**config.mk**
```make
export PLATFORM = sky130hd
export DESIGN_NAME = radial_spotlight_dimmer_unit
export DESIGN_NICKNAME = d
export VERILOG_FILES = /design/src/design/rsd_pkg.sv /design/src/design/rsd_dist.sv /design/src/design/rsd_sqrt_stage.sv /design/src/design/rsd_scale.sv /design/src/design/radial_spotlight_dimmer_unit.sv
export SDC_FILE = /design/constraint.sdc
export NUM_CORES = 2
export LEC_CHECK = 0
export BUFFER_PORTS_ARGS = -buffer_cell sky130_fd_sc_hd__buf_2
export CAP_MARGIN = 20
export CORE_MARGIN = 5
export CORE_UTILIZATION = 50
export DETAILED_ROUTE_END_ITERATION = 10
export PLACE_DENSITY = 0.66
export SLEW_MARGIN = 20
export SYNTH_ARGS = -nofsm -noshare
export SYNTH_HDL_FRONTEND = slang
export SYNTH_SLANG_ARGS = --single-unit
export TNS_END_PERCENT = 50
```
**constraint.sdc**
```tcl
create_clock -name i_clk -period 56.4 [get_ports i_clk]
set_input_delay 2.82 -clock i_clk [delete_from_list [all_inputs] [get_ports i_clk]]
set_output_delay 2.82 -clock i_clk [all_outputs]
set_load 0.005 [all_outputs]
```
**src/design/rsd_pkg.sv**
```systemverilog
// Package for the radial spotlight dimmer: shared constants, register codes
// and the pipeline control struct. No dependencies.
`default_nettype none

package rsd_pkg;

    // Default parameter values
    localparam int COORD_BITS_DEF = 12;
    localparam int LUM_BITS_DEF   = 16;

    // Configuration registers
    localparam int CFG_BITS  = 14;
    localparam int DATA_BITS = 32;
    localparam int ADDR_BITS = 3;
    localparam logic REG_CENTER_X = 1'b0;
    localparam logic REG_CENTER_Y = 1'b1;

    // Distance: squared distance of 160 pixels and beyond saturates the dimming
    localparam int NEAR_LIMIT = 25600;
    localparam int RAD_BITS   = 15;

    // Square root pipeline (16 root bits, 8 fraction bits)
    localparam int ROOT_BITS       = 16;
    localparam int REM_BITS        = 18;
    localparam int PEND_BITS       = 32;
    localparam int SQRT_STAGES     = 4;
    localparam int STEPS_PER_STAGE = 4;

    // Scale: factor = 51200 - min(d_q8, 40960), divide by 51200 = 2^11 * 25
    localparam logic [ROOT_BITS-1:0] FULL_Q8 = 16'd51200;
    localparam logic [ROOT_BITS-1:0] KNEE_Q8 = 16'd40960;
    localparam int DIV_LOW_SHIFT = 11;
    localparam int DIV_ODD       = 25;

    // Control that travels with an item through the distance and root stages
    typedef struct packed {
        logic valid;
        logic far;
    } t_sq_ctl;

endpackage : rsd_pkg

`default_nettype wire

```
**src/design/rsd_dist.sv**
```systemverilog
// Distance front end: absolute differences, squares, sum and near/far split.
// Three register stages. Depends on rsd_pkg.
`default_nettype none

module rsd_dist
    import rsd_pkg::*;
#(
    parameter int COORD_BITS = COORD_BITS_DEF,
    parameter int LUM_BITS   = LUM_BITS_DEF
) (
    input  wire logic                  i_clk,
    input  wire logic                  i_rst_n,
    input  wire logic                  i_en,
    input  wire logic                  i_valid,
    input  wire logic [CFG_BITS-1:0]   i_center_x,
    input  wire logic [CFG_BITS-1:0]   i_center_y,
    input  wire logic [COORD_BITS-1:0] i_pixel_x,
    input  wire logic [COORD_BITS-1:0] i_pixel_y,
    input  wire logic [LUM_BITS-1:0]   i_lum,
    output t_sq_ctl                    o_ctl,
    output logic [RAD_BITS-1:0]        o_rad,
    output logic [COORD_BITS-1:0]      o_px,
    output logic [COORD_BITS-1:0]      o_py,
    output logic [LUM_BITS-1:0]        o_lum
);

    localparam int DIFF_BITS = ((CFG_BITS > COORD_BITS + 1) ? CFG_BITS : COORD_BITS + 1) + 1;
    localparam int ABS_BITS  = DIFF_BITS - 1;
    localparam int SQ_BITS   = 2 * ABS_BITS;
    localparam int SUM_BITS  = SQ_BITS + 1;

    // Stage 1: signed differences and their magnitudes
    logic [DIFF_BITS-1:0] w_dx, w_dy, w_dx_neg, w_dy_neg;
    logic [ABS_BITS-1:0]  n_ax, n_ay;

    assign w_dx = {{(DIFF_BITS-CFG_BITS){i_center_x[CFG_BITS-1]}}, i_center_x}
                - {{(DIFF_BITS-COORD_BITS){1'b0}}, i_pixel_x};
    assign w_dy = {{(DIFF_BITS-CFG_BITS){i_center_y[CFG_BITS-1]}}, i_center_y}
                - {{(DIFF_BITS-COORD_BITS){1'b0}}, i_pixel_y};
    assign w_dx_neg = ~w_dx + DIFF_BITS'(1);
    assign w_dy_neg = ~w_dy + DIFF_BITS'(1);
    assign n_ax = w_dx[DIFF_BITS-1] ? w_dx_neg[ABS_BITS-1:0] : w_dx[ABS_BITS-1:0];
    assign n_ay = w_dy[DIFF_BITS-1] ? w_dy_neg[ABS_BITS-1:0] : w_dy[ABS_BITS-1:0];

    logic                  r_v1;
    logic [ABS_BITS-1:0]   r_ax, r_ay;
    logic [COORD_BITS-1:0] r_px1, r_py1;
    logic [LUM_BITS-1:0]   r_lum1;

    // Stage 2: squares
    logic [SQ_BITS-1:0] n_sqx, n_sqy;
    assign n_sqx = r_ax * r_ax;
    assign n_sqy = r_ay * r_ay;

    logic                  r_v2;
    logic [SQ_BITS-1:0]    r_sqx, r_sqy;
    logic [COORD_BITS-1:0] r_px2, r_py2;
    logic [LUM_BITS-1:0]   r_lum2;

    // Stage 3: sum, far flag and near radicand
    logic [SUM_BITS-1:0] w_sum;
    assign w_sum = {1'b0, r_sqx} + {1'b0, r_sqy};

    t_sq_ctl               r_ctl3;
    logic [RAD_BITS-1:0]   r_rad;
    logic [COORD_BITS-1:0] r_px3, r_py3;
    logic [LUM_BITS-1:0]   r_lum3;

    // Valid bits
    always_ff @(posedge i_clk) begin
        if (!i_rst_n) begin
            r_v1   <= 1'b0;
            r_v2   <= 1'b0;
            r_ctl3 <= '0;
        end else if (i_en) begin
            r_v1       <= i_valid;
            r_v2       <= r_v1;
            r_ctl3.valid <= r_v2;
            r_ctl3.far   <= (w_sum >= SUM_BITS'(NEAR_LIMIT));
        end
    end

    // Payload
    always_ff @(posedge i_clk) begin
        if (i_en) begin
            r_ax   <= n_ax;
            r_ay   <= n_ay;
            r_px1  <= i_pixel_x;
            r_py1  <= i_pixel_y;
            r_lum1 <= i_lum;
            r_sqx  <= n_sqx;
            r_sqy  <= n_sqy;
            r_px2  <= r_px1;
            r_py2  <= r_py1;
            r_lum2 <= r_lum1;
            r_rad  <= w_sum[RAD_BITS-1:0];
            r_px3  <= r_px2;
            r_py3  <= r_py2;
            r_lum3 <= r_lum2;
        end
    end

    assign o_ctl = r_ctl3;
    assign o_rad = r_rad;
    assign o_px  = r_px3;
    assign o_py  = r_py3;
    assign o_lum = r_lum3;

endmodule : rsd_dist

`default_nettype wire

```
**src/design/rsd_sqrt_stage.sv**
```systemverilog
// One stage of the digit-by-digit square root: four root bits per stage.
// Carries the item's sideband along. Depends on rsd_pkg.
`default_nettype none

module rsd_sqrt_stage
    import rsd_pkg::*;
#(
    parameter int COORD_BITS = COORD_BITS_DEF,
    parameter int LUM_BITS   = LUM_BITS_DEF
) (
    input  wire logic                  i_clk,
    input  wire logic                  i_rst_n,
    input  wire logic                  i_en,
    input  wire t_sq_ctl               i_ctl,
    input  wire logic [REM_BITS-1:0]   i_rem,
    input  wire logic [ROOT_BITS-1:0]  i_root,
    input  wire logic [PEND_BITS-1:0]  i_pend,
    input  wire logic [COORD_BITS-1:0] i_px,
    input  wire logic [COORD_BITS-1:0] i_py,
    input  wire logic [LUM_BITS-1:0]   i_lum,
    output t_sq_ctl                    o_ctl,
    output logic [REM_BITS-1:0]        o_rem,
    output logic [ROOT_BITS-1:0]       o_root,
    output logic [PEND_BITS-1:0]       o_pend,
    output logic [COORD_BITS-1:0]      o_px,
    output logic [COORD_BITS-1:0]      o_py,
    output logic [LUM_BITS-1:0]        o_lum
);

    logic [REM_BITS-1:0]  n_rem;
    logic [ROOT_BITS-1:0] n_root;
    logic [PEND_BITS-1:0] n_pend;

    // Restoring steps: bring down two radicand bits, try (root << 2) | 1
    always_comb begin
        logic [REM_BITS+1:0] v_trial;
        logic [REM_BITS+1:0] v_test;
        logic [REM_BITS+1:0] v_diff;
        n_rem  = i_rem;
        n_root = i_root;
        n_pend = i_pend;
        for (int k = 0; k < STEPS_PER_STAGE; k++) begin
            v_trial = {n_rem, n_pend[PEND_BITS-1 -: 2]};
            v_test  = {{(REM_BITS-ROOT_BITS){1'b0}}, n_root, 2'b01};
            v_diff  = v_trial - v_test;
            if (v_trial >= v_test) begin
                n_rem  = v_diff[REM_BITS-1:0];
                n_root = {n_root[ROOT_BITS-2:0], 1'b1};
            end else begin
                n_rem  = v_trial[REM_BITS-1:0];
                n_root = {n_root[ROOT_BITS-2:0], 1'b0};
            end
            n_pend = {n_pend[PEND_BITS-3:0], 2'b00};
        end
    end

    t_sq_ctl               r_ctl;
    logic [REM_BITS-1:0]   r_rem;
    logic [ROOT_BITS-1:0]  r_root;
    logic [PEND_BITS-1:0]  r_pend;
    logic [COORD_BITS-1:0] r_px, r_py;
    logic [LUM_BITS-1:0]   r_lum;

    // Control
    always_ff @(posedge i_clk) begin
        if (!i_rst_n) begin
            r_ctl <= '0;
        end else if (i_en) begin
            r_ctl <= i_ctl;
        end
    end

    // Payload
    always_ff @(posedge i_clk) begin
        if (i_en) begin
            r_rem  <= n_rem;
            r_root <= n_root;
            r_pend <= n_pend;
            r_px   <= i_px;
            r_py   <= i_py;
            r_lum  <= i_lum;
        end
    end

    assign o_ctl  = r_ctl;
    assign o_rem  = r_rem;
    assign o_root = r_root;
    assign o_pend = r_pend;
    assign o_px   = r_px;
    assign o_py   = r_py;
    assign o_lum  = r_lum;

endmodule : rsd_sqrt_stage

`default_nettype wire

```
**src/design/rsd_scale.sv**
```systemverilog
// Luminance scaling: factor multiply, divide by 51200 through a shift and a
// reciprocal multiply with one correction step. Three stages. Depends on rsd_pkg.
`default_nettype none

module rsd_scale
    import rsd_pkg::*;
#(
    parameter int COORD_BITS = COORD_BITS_DEF,
    parameter int LUM_BITS   = LUM_BITS_DEF
) (
    input  wire logic                  i_clk,
    input  wire logic                  i_rst_n,
    input  wire logic                  i_en,
    input  wire t_sq_ctl               i_ctl,
    input  wire logic [ROOT_BITS-1:0]  i_root,
    input  wire logic [COORD_BITS-1:0] i_px,
    input  wire logic [COORD_BITS-1:0] i_py,
    input  wire logic [LUM_BITS-1:0]   i_lum,
    output logic                       o_valid,
    output logic [COORD_BITS-1:0]      o_px,
    output logic [COORD_BITS-1:0]      o_py,
    output logic [LUM_BITS-1:0]        o_lum
);

    localparam int PROD_BITS = LUM_BITS + ROOT_BITS;
    localparam int N_BITS    = PROD_BITS - DIV_LOW_SHIFT;
    localparam int Q_BITS    = LUM_BITS + 1;
    localparam logic [N_BITS-1:0] RECIP = N_BITS'((64'd1 << N_BITS) / DIV_ODD);

    // Stage A: lum * (51200 - min(d, 40960)), drop the 2^11 part of the divisor
    logic [ROOT_BITS-1:0] w_dist, w_factor;
    logic [PROD_BITS-1:0] w_prod;
    assign w_dist   = i_ctl.far ? KNEE_Q8 : i_root;
    assign w_factor = FULL_Q8 - w_dist;
    assign w_prod   = i_lum * w_factor;

    logic                  r_va;
    logic [N_BITS-1:0]     r_na;
    logic [COORD_BITS-1:0] r_pxa, r_pya;

    // Stage B: quotient estimate by 25, low by at most one
    logic [2*N_BITS-1:0] w_mq;
    assign w_mq = r_na * RECIP;

    logic                  r_vb;
    logic [N_BITS-1:0]     r_nb;
    logic [Q_BITS-1:0]     r_qb;
    logic [COORD_BITS-1:0] r_pxb, r_pyb;

    // Stage C: correct the estimate with one compare
    logic [N_BITS-1:0] w_back, w_rem;
    logic [Q_BITS-1:0] w_q;
    assign w_back = N_BITS'(r_qb) * N_BITS'(DIV_ODD);
    assign w_rem  = r_nb - w_back;
    assign w_q    = r_qb + Q_BITS'(w_rem >= N_BITS'(DIV_ODD));

    logic                  r_vc;
    logic [LUM_BITS-1:0]   r_lumc;
    logic [COORD_BITS-1:0] r_pxc, r_pyc;

    // Valid bits
    always_ff @(posedge i_clk) begin
        if (!i_rst_n) begin
            r_va <= 1'b0;
            r_vb <= 1'b0;
            r_vc <= 1'b0;
        end else if (i_en) begin
            r_va <= i_ctl.valid;
            r_vb <= r_va;
            r_vc <= r_vb;
        end
    end

    // Payload
    always_ff @(posedge i_clk) begin
        if (i_en) begin
            r_na   <= w_prod[PROD_BITS-1:DIV_LOW_SHIFT];
            r_pxa  <= i_px;
            r_pya  <= i_py;
            r_nb   <= r_na;
            r_qb   <= w_mq[N_BITS+Q_BITS-1:N_BITS];
            r_pxb  <= r_pxa;
            r_pyb  <= r_pya;
            r_lumc <= w_q[LUM_BITS-1:0];
            r_pxc  <= r_pxb;
            r_pyc  <= r_pyb;
        end
    end

    assign o_valid = r_vc;
    assign o_px    = r_pxc;
    assign o_py    = r_pyc;
    assign o_lum   = r_lumc;

endmodule : rsd_scale

`default_nettype wire

```
**src/design/radial_spotlight_dimmer_unit.sv**
```systemverilog
// Radial spotlight dimmer top level: configuration registers, pipeline
// control and assertions. Depends on rsd_pkg, rsd_dist, rsd_sqrt_stage, rsd_scale.
//
// Dims each pixel's luminance by 1 - min(distance/200, 0.8), where distance is
// the Euclidean distance from the pixel to the programmed center (center_x at
// byte address 0, center_y at 4, 14-bit two's complement), taken as a square
// root with 8 fraction bits; the result is truncated toward zero and the pixel
// coordinates pass through. The block accepts one item per clock while o_stall
// is low; it has 3 stages of differences, squares and sum, 4 square-root
// stages of 4 root bits each, and 3 stages of multiply and divide-by-constant.
// The whole pipeline moves as one: o_stall rises only while a finished result
// waits and i_stall is high, and then every stage holds.
// There is no clearing pass after reset. Program the center only while idle.
`default_nettype none

module radial_spotlight_dimmer_unit
    import rsd_pkg::*;
#(
    parameter int COORD_BITS = COORD_BITS_DEF,
    parameter int LUM_BITS   = LUM_BITS_DEF
) (
    input  wire logic                  i_clk,
    input  wire logic                  i_rst_n,
    // Pixel input
    input  wire logic                  i_valid,
    output logic                       o_stall,
    input  wire logic [COORD_BITS-1:0] i_pixel_x,
    input  wire logic [COORD_BITS-1:0] i_pixel_y,
    input  wire logic [LUM_BITS-1:0]   i_lum_in,
    // Pixel output
    output logic                       o_valid,
    input  wire logic                  i_stall,
    output logic [COORD_BITS-1:0]      o_out_x,
    output logic [COORD_BITS-1:0]      o_out_y,
    output logic [LUM_BITS-1:0]        o_lum_out,
    // Configuration
    input  wire logic                  psel,
    input  wire logic                  penable,
    input  wire logic                  pwrite,
    input  wire logic [ADDR_BITS-1:0]  paddr,
    input  wire logic [DATA_BITS-1:0]  pwdata,
    output logic [DATA_BITS-1:0]       prdata,
    output logic                       pready
);

    // Configuration registers
    logic [CFG_BITS-1:0] r_center_x, r_center_y;
    logic                w_cfg_wr;

    assign pready   = 1'b1;
    assign w_cfg_wr = psel & penable & pwrite & pready;

    always_ff @(posedge i_clk) begin
        if (!i_rst_n) begin
            r_center_x <= '0;
            r_center_y <= '0;
        end else if (w_cfg_wr) begin
            unique case (paddr[ADDR_BITS-1])
                REG_CENTER_X: r_center_x <= pwdata[CFG_BITS-1:0];
                REG_CENTER_Y: r_center_y <= pwdata[CFG_BITS-1:0];
                default: ;
            endcase
        end
    end

    // Read back, sign extended
    always_comb begin
        unique case (paddr[ADDR_BITS-1])
            REG_CENTER_X: prdata = {{(DATA_BITS-CFG_BITS){r_center_x[CFG_BITS-1]}}, r_center_x};
            REG_CENTER_Y: prdata = {{(DATA_BITS-CFG_BITS){r_center_y[CFG_BITS-1]}}, r_center_y};
            default:      prdata = '0;
        endcase
    end

    // Pipeline advance: only a blocked result holds it
    logic w_en;
    assign w_en    = !(o_valid && i_stall);
    assign o_stall = !w_en;

    // Stage boundary signals of the root pipeline
    t_sq_ctl               w_ctl  [0:SQRT_STAGES];
    logic [REM_BITS-1:0]   w_rem  [0:SQRT_STAGES];
    logic [ROOT_BITS-1:0]  w_root [0:SQRT_STAGES];
    logic [PEND_BITS-1:0]  w_pend [0:SQRT_STAGES];
    logic [COORD_BITS-1:0] w_px   [0:SQRT_STAGES];
    logic [COORD_BITS-1:0] w_py   [0:SQRT_STAGES];
    logic [LUM_BITS-1:0]   w_lum  [0:SQRT_STAGES];
    logic [RAD_BITS-1:0]   w_rad;

    rsd_dist #(
        .COORD_BITS (COORD_BITS),
        .LUM_BITS   (LUM_BITS)
    ) u_dist (
        .i_clk      (i_clk),
        .i_rst_n    (i_rst_n),
        .i_en       (w_en),
        .i_valid    (i_valid),
        .i_center_x (r_center_x),
        .i_center_y (r_center_y),
        .i_pixel_x  (i_pixel_x),
        .i_pixel_y  (i_pixel_y),
        .i_lum      (i_lum_in),
        .o_ctl      (w_ctl[0]),
        .o_rad      (w_rad),
        .o_px       (w_px[0]),
        .o_py       (w_py[0]),
        .o_lum      (w_lum[0])
    );

    // Radicand is the near squared distance scaled by 2^16
    assign w_rem[0]  = '0;
    assign w_root[0] = '0;
    assign w_pend[0] = {1'b0, w_rad, {(PEND_BITS-RAD_BITS-1){1'b0}}};

    for (genvar g = 0; g < SQRT_STAGES; g++) begin : g_sqrt
        rsd_sqrt_stage #(
            .COORD_BITS (COORD_BITS),
            .LUM_BITS   (LUM_BITS)
        ) u_stage (
            .i_clk   (i_clk),
            .i_rst_n (i_rst_n),
            .i_en    (w_en),
            .i_ctl   (w_ctl[g]),
            .i_rem   (w_rem[g]),
            .i_root  (w_root[g]),
            .i_pend  (w_pend[g]),
            .i_px    (w_px[g]),
            .i_py    (w_py[g]),
            .i_lum   (w_lum[g]),
            .o_ctl   (w_ctl[g+1]),
            .o_rem   (w_rem[g+1]),
            .o_root  (w_root[g+1]),
            .o_pend  (w_pend[g+1]),
            .o_px    (w_px[g+1]),
            .o_py    (w_py[g+1]),
            .o_lum   (w_lum[g+1])
        );
    end

    rsd_scale #(
        .COORD_BITS (COORD_BITS),
        .LUM_BITS   (LUM_BITS)
    ) u_scale (
        .i_clk   (i_clk),
        .i_rst_n (i_rst_n),
        .i_en    (w_en),
        .i_ctl   (w_ctl[SQRT_STAGES]),
        .i_root  (w_root[SQRT_STAGES]),
        .i_px    (w_px[SQRT_STAGES]),
        .i_py    (w_py[SQRT_STAGES]),
        .i_lum   (w_lum[SQRT_STAGES]),
        .o_valid (o_valid),
        .o_px    (o_out_x),
        .o_py    (o_out_y),
        .o_lum   (o_lum_out)
    );

    // Reset empties the pipeline
    a_reset_clears: assert property (@(posedge i_clk)
        !i_rst_n |=> (!o_valid && !w_ctl[0].valid))
        else $error("pipeline not empty after reset");

    // A blocked result freezes the inner stages too
    a_stall_freezes: assert property (@(posedge i_clk) disable iff (!i_rst_n)
        (o_valid && i_stall) |=> ($stable(w_ctl[SQRT_STAGES]) && $stable(w_root[SQRT_STAGES])))
        else $error("inner stage moved during output stall");

    // Finished root: radicand fully consumed and remainder within 2*root
    a_root_done: assert property (@(posedge i_clk) disable iff (!i_rst_n)
        w_ctl[SQRT_STAGES].valid |->
            (w_pend[SQRT_STAGES] == '0 &&
             w_rem[SQRT_STAGES] <= {1'b0, w_root[SQRT_STAGES], 1'b0}))
        else $error("square root did not finish cleanly");

    // Near pixels stay below the knee distance
    a_near_below_knee: assert property (@(posedge i_clk) disable iff (!i_rst_n)
        (w_ctl[SQRT_STAGES].valid && !w_ctl[SQRT_STAGES].far) |->
            (w_root[SQRT_STAGES] < KNEE_Q8))
        else $error("near distance reached the knee");

endmodule : radial_spotlight_dimmer_unit

`default_nettype wire

```
==> results.md <==
* Number of synthesis warnings at 0
* Synth area leader: edfxtp_1
* Cells after Synth at 5425
* Worst-Margin Slew at 1.144 ns
* Final min period at 12.53 ns
* Max-slew violations at 0
* Post-route ant nets at 0
* Leading cell type in the layout, fill and taps excluded: inv_1
* CP max-delay cell: nor4_1
* Routed len/inst at 16.16 um
* HPWL after DPL at 90410 um
* Clock latency on the worst-skew pair at 0.70 ns
* # port buffers at 135
* CTS tree: built
* R2r worst-path depth at 52
* Post-place setup slack at 43.86 ns
* GRT Total Usage at 18.89%
* Top Ports at 157
* Cell area after synthesis at 59110 um^2
* Most frequent cells in the layout: 842 x inv_1, 696 x ha_1, 625 x edfxtp_1, 602 x fa_1, 483 x nand2_1
* Fin nets at 6915
* Kind of critical path: reg2reg
* TritonCTS buffer count at 78
* Core region area at 117800 um^2
* Layout cell share with drive strength beyond 1 at 6.557%
* Top post-synthesis cells by area: edfxtp_1 32%, fa_1 20%, ha_1 15%
* Area Overhead vs Synth at 8.544%
* Syn Area/Cell at 10.90 um^2
* Rows at 126
* Worst Hold Launch: u_dist.r_py1[4]
* Largest net degree at the start of global routing at 88
* Yosys top cell area share at 31.75%
* Die span in y at 353.8 um
* Die X at 353.8 um
* Outcome: complete, no violations
* Post-synthesis cell type count at 101
* Adder-cell share of the synthesized area at 35.12%
* Max-cap viol count at 0
* Clk_skew at 0.04897 ns
* Critical path launch point type: register
* Crit end category: register
* EDFF count, synth at 625
* DP Area at 61350 um^2
* PostCTS Resize Cnt at 0
* Ys flop type: edfxtp_1
* First drt pass iteration count at 5
* CTS Hold Buffers Added at 0
* PnR worst setup slack at 43.87 ns
* Vias in the first global route at 38470
* Fill count at 10133
* Simple-Gate Fraction of Synth Area at 11.55%
* CTS Sinks at 668
* Relative slew margins at 23.52%
* Complex-gate fraction of the synthesized area at 8.415%
* Top achievable clock speed at 79.79 MHz
* Final core occ at 54.48%
* Number of synthesized register bits at 668
* Via/cell ratio at 5.281
* CP Data Required Time at 56.82 ns
* Reg-to-Reg Start: g_sqrt[1].u_stage.o_root[0]
* Gr ovfl total at 0
* Fin area at 64160 um^2
* CP Max Fanout at 23
* Final Cycle Share at 22.22%
* CTS root buf: clkbuf_16
* Largest family of logic cells by synthesized area: adder cells
* Worst Setup SP: g_sqrt[1].u_stage.o_root[0]
* Initial Util at 50.19%
* RSZ-0062 raised after global routing: false
* Initial antenna violation count at 3
* Die Area at 125200 um^2
* Total Wirelength at 115300 um
* Global-route wire length before repair at 194600 um
* Post-Synth XOR/XNOR Area at 4.608%
* DRC violations left at 0
* Htree depth at 3
* First DRT Iteration DRCs at 2005
* Final hold violation count at 0
* Mux share of post-synthesis cell area at 0.7557%
* Total Neg Setup Slack at 0 ns
* RePlAce Congestion at 0.8530
* CP peak stage delay at 0.68 ns
* Post-synthesis async set-or-reset flop share at 0%
* Syn Nets at 6805
* Via count at 37678
* Share of the yosys chip area belonging to registers at 33.21%
* Max Root-Sink Buffers at 3
* Tightest Hold Check Type: reg2reg
* CTS clk-pin slew, worst paths at 0.06 ns
* Min-Delay Path Depth at 0
* Final setup viols at 0
* CP arrival at 12.95 ns
* Setup bufs post-CTS at 0
-- worst max-delay path: cells and delay by family, from the launching register on --
family	cells	cell delay, ns
AO/OA/AOI/OAI	23	4.82
adder cells (fa/ha/maj)	7	1.84
buffers and inverters	9	1.81
flip-flops	1	0.43
multiplexers	1	0.36
AND/OR/NAND/NOR	12	2.98
-- layer usage --
metal,global-route usage [%],share of wire [%],up-vias
li1,-,-,18486
met5,0,0,-
met2,31.63,48,613
met3,2.653,3.9,131
met4,4.157,1.9,0
met1,26.37,47,18448
-- state kept, by name, indices dropped and copies added, names as in the netlist, 14 cells and up --
register               count
g_sqrt.u_stage.o_py       48
r_center_x                14
u_dist.r_lum2             16
u_dist.r_lum1             16
u_scale.o_lum             16
u_dist.r_ay               14
g_sqrt.u_stage.o_root     40
u_dist.o_rad              15
g_sqrt.u_stage.o_px       48
g_sqrt.u_stage.o_rem      53
u_dist.r_sqx              27
r_center_y                14
u_scale.r_na              21
u_scale.r_qb              17
g_sqrt.u_stage.o_lum      64
u_dist.o_lum              16
u_dist.r_sqy              27
u_dist.r_ax               14
u_scale.r_nb              21
-- synth_stat cells, types with 11 or more instances --
cell type  count
a211o_1       11
a211oi_1      23
a21boi_0      57
a21o_1        73
a21oi_1      201
a31oi_1       18
and2_1       226
and3_1        24
buf_4         19
clkbuf_1      99
dfxtp_1       43
edfxtp_1     625
fa_1         602
ha_1         696
inv_1        842
mux2_2        23
mux2i_1       15
nand2_1      484
nand2b_1      34
nand3_1       62
nand3b_1      16
nand4_1       27
nor2_1       233
nor2b_1       67
nor3_1        78
nor4_1        23
o211ai_1      19
o21a_1        35
o21ai_0      143
o21bai_1      41
o31ai_1       19
or2_2         20
or3_1         33
or4_1         15
xnor2_1      233
xor2_1        78
-- final timing paths --
check                                                  end  slack [ns]
worst min register to register             u_dist.r_py2[4]        0.41
worst max register to register  g_sqrt[2].u_stage.o_rem[4]       43.87
worst min-delay path                       u_dist.r_py2[4]        0.41
worst max-delay path            g_sqrt[2].u_stage.o_rem[4]       43.87
-- per-stage QoR --
step | instances | hold WS (ns)
final | 7135 | 0.4052
after global routing | 7134 | 0.4090
after CTS | 7133 | 0.4002
after detailed placement | 6991 | 0.4045
after global placement | 6991 | 0.4001
after floorplan | 5425 | 0.4003
-- area by class of cell --
cell class | count | area [um^2] | area share (%)
antenna | 2 | 5.005 | 0.007801
clock buffer | 89 | 2003 | 3.122
clock inverter | 53 | 780.7 | 1.217
inverter | 844 | 3168 | 4.938
multi-input combinational | 3783 | 35780 | 55.77
sequential | 668 | 19630 | 30.60
tap | 1536 | 1922 | 2.996
timing repair buffer | 160 | 867.1 | 1.352
-- cell families after synthesis --
| logic type | Yosys count |
|---|---|
| xor+xnor | 311 |
| other cells | 1 |
| compound gates | 751 |
| simple gates | 1382 |
| fa+ha+maj | 1298 |
| mux | 40 |
| buf+inv | 974 |
| flops | 668 |
Power is not shown: default switching activity piles up to over one toggle a cycle in this logic, so the estimate is an artifact.
